[src/hw/rtl/ptu_pkg.sv]
`default_nettype none
package ptu_pkg;

    localparam int DIV_W = 16;
    localparam int STEP_W = DIV_W + 1;
    localparam int FADE_N = 5;

    typedef enum logic [1:0] {
        OP_ADD   = 2'd0,
        OP_TICK  = 2'd1,
        OP_CLEAR = 2'd2,
        OP_NONE  = 2'd3
    } op_t;

    typedef struct packed {
        logic [1:0]  operation;
        logic [47:0] start_position;
        logic [47:0] start_velocity;
        logic [47:0] acceleration;
        logic [15:0] lifetime_frames;
        logic [15:0] start_size;
        logic [15:0] end_size;
        logic [63:0] start_rgba;
        logic [63:0] end_rgba;
    } in_item_t;

    typedef struct packed {
        logic [47:0] position_xyz;
        logic [15:0] size_now;
        logic [63:0] rgba_now;
        logic [6:0]  live_count;
        logic        last;
    } out_item_t;

    typedef struct packed {
        logic [47:0]             pos;
        logic [47:0]             vel;
        logic [47:0]             acc;
        logic [15:0]             age;
        logic [15:0]             life;
        logic [15:0]             size;
        logic [STEP_W-1:0]       size_step;
        logic [63:0]             color;
        logic [3:0][STEP_W-1:0]  color_step;
    } rec_t;

    typedef struct packed {
        logic             start;
        logic [DIV_W-1:0] dividend;
        logic [DIV_W-1:0] divisor;
    } div_req_t;

    function automatic logic [47:0] vec_add(input logic [47:0] a, input logic [47:0] b);
        logic [47:0] r;
        logic [16:0] s;
        for (int k = 0; k < 3; k++) begin
            s = {a[16*k+15], a[16*k +: 16]} + {b[16*k+15], b[16*k +: 16]};
            if (s[16] != s[15]) begin
                r[16*k +: 16] = s[16] ? 16'h8000 : 16'h7FFF;
            end else begin
                r[16*k +: 16] = s[15:0];
            end
        end
        return r;
    endfunction

    function automatic logic [15:0] fade(input logic [15:0] v, input logic [STEP_W-1:0] st);
        logic [17:0] d;
        d = {2'b00, v} - {st[STEP_W-1], st};
        if (d[17]) begin
            return 16'h0000;
        end else if (d[16]) begin
            return 16'hFFFF;
        end
        return d[15:0];
    endfunction

    function automatic rec_t advance(input rec_t r);
        rec_t n;
        n = r;
        n.age = (r.age == 16'hFFFF) ? r.age : r.age + 16'd1;
        n.vel = vec_add(r.vel, r.acc);
        n.pos = vec_add(r.pos, n.vel);
        n.size = fade(r.size, r.size_step);
        for (int k = 0; k < 4; k++) begin
            n.color[16*k +: 16] = fade(r.color[16*k +: 16], r.color_step[k]);
        end
        return n;
    endfunction

endpackage
`default_nettype wire

[src/hw/rtl/ptu_div.sv]
`default_nettype none
module ptu_div (
    input  wire logic                      aclk,
    input  wire logic                      aresetn,
    input  wire ptu_pkg::div_req_t         req,
    output logic                           done,
    output logic [ptu_pkg::DIV_W-1:0]      quotient
);
    import ptu_pkg::*;

    logic [DIV_W:0]         rem_reg;
    logic [DIV_W-1:0]       quo_reg;
    logic [DIV_W-1:0]       dsr_reg;
    logic [4:0]             cnt_reg;
    logic                   busy_reg;
    logic                   done_reg;
    logic [DIV_W:0]         shifted;
    logic                   fits;

    assign shifted = {rem_reg[DIV_W-1:0], quo_reg[DIV_W-1]};
    assign fits = shifted >= {1'b0, dsr_reg};

    always_ff @(posedge aclk) begin
        if (!aresetn) begin
            busy_reg <= 1'b0;
            done_reg <= 1'b0;
            cnt_reg <= '0;
        end else begin
            done_reg <= 1'b0;
            if (req.start) begin
                busy_reg <= 1'b1;
                cnt_reg <= 5'(DIV_W);
                rem_reg <= '0;
                quo_reg <= req.dividend;
                dsr_reg <= req.divisor;
            end else if (busy_reg) begin
                rem_reg <= fits ? shifted - {1'b0, dsr_reg} : shifted;
                quo_reg <= {quo_reg[DIV_W-2:0], fits};
                cnt_reg <= cnt_reg - 5'd1;
                if (cnt_reg == 5'd1) begin
                    busy_reg <= 1'b0;
                    done_reg <= 1'b1;
                end
            end
        end
    end

    assign done = done_reg;
    assign quotient = quo_reg;

endmodule
`default_nettype wire

[config.mk]
export PLATFORM = sky130hd
export DESIGN_NAME = ptu_div
export DESIGN_NICKNAME = d
export VERILOG_FILES = /design/src/hw/rtl/ptu_pkg.sv /design/src/hw/rtl/ptu_div.sv
export SDC_FILE = /design/constraint.sdc
export NUM_CORES = 1
export LEC_CHECK = 0
export ABC_CLOCK_PERIOD_IN_PS = 4900
export BUFFER_PORTS_ARGS = -buffer_cell sky130_fd_sc_hd__buf_2
export CAP_MARGIN = 20
export CORE_UTILIZATION = 60
export CTS_CLUSTER_DIAMETER = 120
export DETAILED_ROUTE_END_ITERATION = 7
export PLACE_DENSITY_LB_ADDON = 0.12
export SETUP_SLACK_MARGIN = 0.05
export SYNTH_ARGS = -nofsm -noshare
export SYNTH_HDL_FRONTEND = slang
export SYNTH_SLANG_ARGS = --single-unit
[constraint.sdc]
create_clock -name aclk -period 4.9 [get_ports aclk]
set_clock_uncertainty 0.15 [all_clocks]
set_input_delay 0.245 -clock aclk [delete_from_list [all_inputs] [get_ports aclk]]
set_output_delay 0.245 -clock aclk [all_outputs]
set_load 0.01 [all_outputs]
==> impl_metrics.yaml, run 1 <==
drt:
  via_per_inst: 5.37
  drtPass1Iterations: 4
  vias: 2084
  wire_per_inst_um: 14.4
  drc: 0
  drtIter0Drc: 91
  totalWireLength_um: 5580
  ant_nets: 0
grt:
  grt_antenna_before_repair: 0
  grt_pass1_wl_um: 9080
  grt_remaining_overflow: 0
  grt_use_total: 0.226
  grt_pass1_vias: 2034
  grt_max_degree: 38
timing:
  relSlewSlack: 0.494
  whs_ns: 0.0511
  slew_violations: 0
  rsz0062_at_grt: "false"
  min_period_over_period: 0.528
  max_freq_ghz: 0.386
  hold_viol: 0
  fin_crit_ns: 2.59
  setup_viol: 0
  finalSetupTns_ns: 0
  worstMarginPinSlew_ns: 0.759
finish:
  area_growth_pct: 18.4
  drive_gt1_frac: 0.271
  nNetsFinal: 374
  antennaDiodeCount: 0
power:
  peakVddDrop_mv: 0.194
  p_per_area_mw_per_mm2: 318
  p_leak_nw: 1.57
clock_network:
  clk_pin_slew_ns: 0.10
  clock-root-buffer: "clkbuf_8"
  clock_path_buffers: 2
  postCtsSetupRepairBufs: 0
  cts_htree_levels: 2
  cts_made_buffers: 5
  clock_latency_ns: 0.30
  cts_tree: "yes"
  clock-sinks: 55
worst_setup_path:
  cp_max_fo: 3
  r2r_start: "quotient[15]"
  crit_arrival_ns: 2.48
  worstSetupStartpoint: "quotient[15]"
  start_kind: "flop"
  end_kind: "flop"
  required_ns: 4.79
  crit_type: "flop to flop"
place:
  port_buffers: 51
  gp_congestion: 0.804
  dpl.hpwl_um: 3840
synthesis:
  synth-seq-cells: 55
  synth_edf_count: 48
  ys_seq_area_frac: 0.520
  synth.distinct_cells: 41
  avgSynthCellArea_um2: 12.1
  synthArstFlopShare: 0
  synthFlopType: "edfxtp_1"
  synth_area_mm2: 0.00304
  syn_inst: 251
  synth_fp_nets: 305
  ys.warnings.count: 0
die:
  start_util: 0.635
  dieArea_mm2: 0.00535
  die_h_um: 73.2
  io-pin-count: 52
  die_w_um: 73.2
  rows: 25
  core_mm2: 0.00479
flow_run:
  cap_violations: 0
hold_path:
  hp-class: "primary input to flop"
  hold_start: "aresetn"
outcome:
  status: "finished, final reports clean"
## critical path: stages (launching register included)
cell	delay [ns]
edfxtp_1	0.38
inv_1	0.05
ha_1	0.22
fa_1	0.40
nand2b_1	0.18
a21oi_1	0.21
o2111ai_1	0.23
nor2b_1	0.20
xnor2_1	0.12
mux2i_1	0.13
nor2_1	0.05
## cell usage in the layout, fill, tap and decap left out, drive strengths merged, types with 8 or more instances in the layout
| master | count |
|---|---|
| buf | 52 |
| inv | 20 |
| mux2 | 16 |
| nor2 | 26 |
| dlygate4sd3 | 16 |
| a211oi | 8 |
| mux2i | 12 |
| xnor2 | 11 |
| a21oi | 13 |
| edfxtp | 48 |
| ha | 18 |
## cell usage after synthesis (2+ instances only)
| library cell | number | share of area |
|---|---|---|
| clkbuf_1 | 2 | 0.0025 |
| xnor2_1 | 11 | 0.032 |
| nor2b_1 | 3 | 0.0062 |
| mux2i_1 | 12 | 0.040 |
| dfxtp_1 | 7 | 0.046 |
| a21boi_0 | 2 | 0.0049 |
| a21oi_1 | 10 | 0.016 |
| nor2_1 | 26 | 0.032 |
| nor3_1 | 3 | 0.0049 |
| nand3_1 | 4 | 0.0066 |
| nand2_1 | 6 | 0.0074 |
| buf_1 | 2 | 0.0025 |
| nand4_1 | 2 | 0.0041 |
| ha_1 | 18 | 0.074 |
| a211oi_1 | 5 | 0.012 |
| o211ai_1 | 2 | 0.0049 |
| a21oi_2 | 3 | 0.0086 |
| xor2_1 | 5 | 0.014 |
| nand2b_1 | 4 | 0.0082 |
| nor4b_1 | 2 | 0.0058 |
| or2_2 | 2 | 0.0041 |
| o21ai_0 | 4 | 0.0066 |
| o21a_1 | 4 | 0.0099 |
| edfxtp_1 | 48 | 0.47 |
| buf_6 | 2 | 0.0074 |
| or3_1 | 3 | 0.0062 |
| and3_1 | 3 | 0.0062 |
| mux2_2 | 16 | 0.059 |
| inv_1 | 20 | 0.025 |
| a21o_1 | 7 | 0.017 |
| a211oi_2 | 3 | 0.012 |
## final timing paths
| kind | depth (start not counted) | slack [ns] | end |
|---|---|---|---|
| hold / removal | 2 | 0.05 | cnt_reg[4] |
| setup / recovery | 10 | 2.31 | rem_reg[10] |
| hold reg to reg | 2 | 0.35 | cnt_reg[1] |
| setup reg to reg | 10 | 2.31 | rem_reg[10] |
## logic make-up (layout without fill, tap and decap cells)
| family | after synthesis | after routing | share of synthesized area |
|---|---|---|---|
| compound gates | 46 | 46 | 0.116 |
| xor+xnor | 16 | 16 | 0.0461 |
| fa+ha+maj | 19 | 19 | 0.0807 |
| buf+inv | 26 | 96 | 0.0371 |
| flops | 55 | 55 | 0.520 |
| mux | 28 | 28 | 0.0988 |
| simple gates | 61 | 61 | 0.101 |
## layer usage
layer / wire length (um) / track usage / vias up / share of wire
met5: 0 / 0 / - / 0
met1: 2600 / 0.282 / 978 / 0.47
met4: 89 / 0.0871 / 0 / 0.016
met2: 2700 / 0.390 / 44 / 0.48
met3: 184 / 0.0414 / 11 / 0.033
li1: - / - / 1051 / -
## power by group
part / switching [mW] / internal [mW] / total, mW
Combinational: 0.164 / 0.148 / 0.312
Sequential: 0.0197 / 0.558 / 0.578
Clock: 0.143 / 0.114 / 0.257
Total: 0.327 / 0.820 / 1.15
## cell type report
class	count	area, um2
flip-flops and latches	55	1580
multi-input cells	170	1350
fillers	331	1190
repair buffers	68	423
clock buffers	7	86.3
well taps	67	83.8
inverters	20	75.1
clock inverters	1	5.00
## metrics by stage
| step | utilization | instances | cell area (um2) | setup slack (ns) | power (mW) |
|---|---|---|---|---|---|
| 2_1_floorplan | - | 251 | 3040 | 2.52 | 0.824 |
| 3_3_place_gp | 0.700 | 364 | 3350 | 2.40 | 0.880 |
| 3_5_place_dp | 0.700 | 364 | 3350 | 2.33 | 0.889 |
| 4_1_cts | 0.752 | 388 | 3600 | 2.32 | 1.15 |
| 5_1_grt | 0.752 | 388 | 3600 | 2.17 | 1.20 |
| 6_report | 0.752 | 388 | 3600 | 2.31 | 1.15 |
## timing repair
item,CTS,global route
resized for setup,0,0
hold buffers,16,0
hold endpoints to repair,16,0
(Power assumes the default switching activity.)
==> run 2: changes to the inputs <==
--- a/config.mk
+++ b/config.mk
@@ -5,10 +5,10 @@
 export SDC_FILE = /design/constraint.sdc
 export NUM_CORES = 1
 export LEC_CHECK = 0
-export ABC_CLOCK_PERIOD_IN_PS = 4900
+export ABC_CLOCK_PERIOD_IN_PS = 2600
 export BUFFER_PORTS_ARGS = -buffer_cell sky130_fd_sc_hd__buf_2
 export CAP_MARGIN = 20
-export CORE_UTILIZATION = 60
+export CORE_UTILIZATION = 56
 export CTS_CLUSTER_DIAMETER = 120
 export DETAILED_ROUTE_END_ITERATION = 7
 export PLACE_DENSITY_LB_ADDON = 0.12
==> constraint.sdc (replaced) <==
create_clock -name aclk -period 2.6 [get_ports aclk]
set_clock_uncertainty 0.15 [all_clocks]
set_input_delay 0.13 -clock aclk [delete_from_list [all_inputs] [get_ports aclk]]
set_output_delay 0.13 -clock aclk [all_outputs]
set_load 0.01 [all_outputs]
==> impl_metrics.yaml, run 2 (same netlist as run 1, synthesis figures left out) <==
outcome:
  status: "finished, final reports clean"
drt:
  ant_nets: 0
  drtIter0Drc: 105
  drtPass1Iterations: 4
  drc: 0
  wire_per_inst_um: 14.7
  totalWireLength_um: 6090
  vias: 2173
  via_per_inst: 5.24
grt:
  grt_use_met3: 0.0503
  grt_pass1_wl_um: 9320
  grt_use_total: 0.224
  met2_usage: 0.387
  grt_max_degree: 35
  top_usage_layer: "met2"
  use_met1: 0.286
  grt_antenna_before_repair: 0
  grt_remaining_overflow: 0
  grt_pass1_vias: 2104
place:
  pre_cts_slack_ns: 0.0453
  dpl.hpwl_um: 3860
  port_buffers: 51
  dpl_cell_area_mm2: 0.00339
  gp_congestion: 0.791
power:
  peakVddDrop_mv: 0.371
  switching_share: 0.296
  p_per_area_mw_per_mm2: 571
  p_switching_uw: 664
  power_frac_seq: 0.487
  power.total_mw: 2.24
  p_leak_nw: 1.68
  pwr-share-comb: 0.298
  p_int_mw: 1.58
  p_clk_frac: 0.215
clock_network:
  clock-sinks: 55
  clock-root-buffer: "clkbuf_8"
  clock_latency_ns: 0.31
  clk_pin_slew_ns: 0.10
  cts_tree: "yes"
  clock_path_buffers: 2
  cts_htree_levels: 2
  cts_made_buffers: 5
worst_setup_path:
  worstSetupStartpoint: "rem_reg[12]"
  required_ns: 2.52
  cp_max_fo: 11
  end_kind: "flop"
  start_kind: "flop"
  crit_type: "flop to flop"
  r2r_start: "rem_reg[12]"
  crit_arrival_ns: 2.40
timing:
  min_period_over_period: 0.954
  setup_viol: 0
  worst_slack_ns: 0.119
  worstMarginPinSlew_ns: 0.708
  relSlewSlack: 0.528
  hold_viol: 0
  rsz0062_at_grt: "false"
  max_freq_ghz: 0.403
  finalSetupTns_ns: 0
  slew_violations: 0
  fin_crit_ns: 2.48
hold_path:
  hp-class: "primary input to flop"
  hold_start: "req[1]"
die:
  rows: 26
  start_util: 0.588
  dieArea_mm2: 0.00573
  die_w_um: 75.7
  core_mm2: 0.00517
  io-pin-count: 52
  die_h_um: 75.7
finish:
  multi_input_area_mm2: 0.00144
  regArea_mm2: 0.00158
  drive_gt1_frac: 0.299
  final_cell_mix: "buf_2 (51), edfxtp_1 (48), dlygate4sd3_1 (34), nor2_1 (26), inv_1 (20)"
  nNetsFinal: 398
  postLayoutCellArea_mm2: 0.00393
  mostFrequentLayoutCell: "buf_2"
  fillCellCount: 354
  antennaDiodeCount: 0
  area_growth_pct: 29.1
flow_run:
  cap_violations: 0
==> run 2: layer usage <==
| metal | share of wire | wire length, um |
|---|---|---|
| met1 | 0.44 | 2710 |
| met4 | 0.016 | 95 |
| met3 | 0.045 | 275 |
| met2 | 0.49 | 3010 |
| met5 | 0 | 0 |
==> run 2: layout make-up <==
class | count | area share
inverter | 20 | 0.0191
tap | 70 | 0.0223
clock buffer | 6 | 0.0185
sequential | 55 | 0.403
timing repair buffer | 91 | 0.166
multi-input combinational | 171 | 0.367
clock inverter | 2 | 0.00383
==> run 2: critical path, stage by stage, from the launching register on <==
cell	delay (ns)
edfxtp_1	0.42
ha_1	0.36
a21o_1	0.20
a21o_1	0.21
a211oi_4	0.44
nand2_8	0.16
mux2_2	0.29
==> run 2: metrics by stage <==
step                cells  hold slack, ns  utilization
floorplan             251          0.0789            -
global placement      370           0.156        0.655
detailed placement    370           0.158        0.655
CTS                   412           0.360        0.739
global route          415           0.376        0.759
finish                415           0.367        0.759
==> run 2: worst paths after layout <==
check / to / slack, ns / depth (start not counted)
setup / recovery: quotient[0] / 0.12 / 6
hold / removal: dsr_reg[1] / 0.37 / 2
setup reg to reg: quotient[0] / 0.12 / 6
hold reg to reg: cnt_reg[1] / 0.37 / 2
==> run 2: what timing repair did <==
| item | in CTS | in global routing |
|---|---|---|
| endpoints found under the setup margin | 2 | 17 |
| gates cloned | 0 | 1 |
| buffers inserted | 0 | 2 |
| hold buffers | 34 | 0 |
| gates resized for setup | 2 | 10 |
| endpoints found under the hold margin | 35 | 0 |
| pin swaps | 1 | 2 |
==> run 2: power groups by stage <==
stage               sequential (mW)  clock, mW  combinational (mW)
floorplan                      1.11          0               0.446
global placement               1.10          0               0.565
detailed placement             1.11          0               0.577
CTS                            1.09      0.496               0.623
global route                   1.10      0.522               0.736
finish                         1.09      0.482               0.669
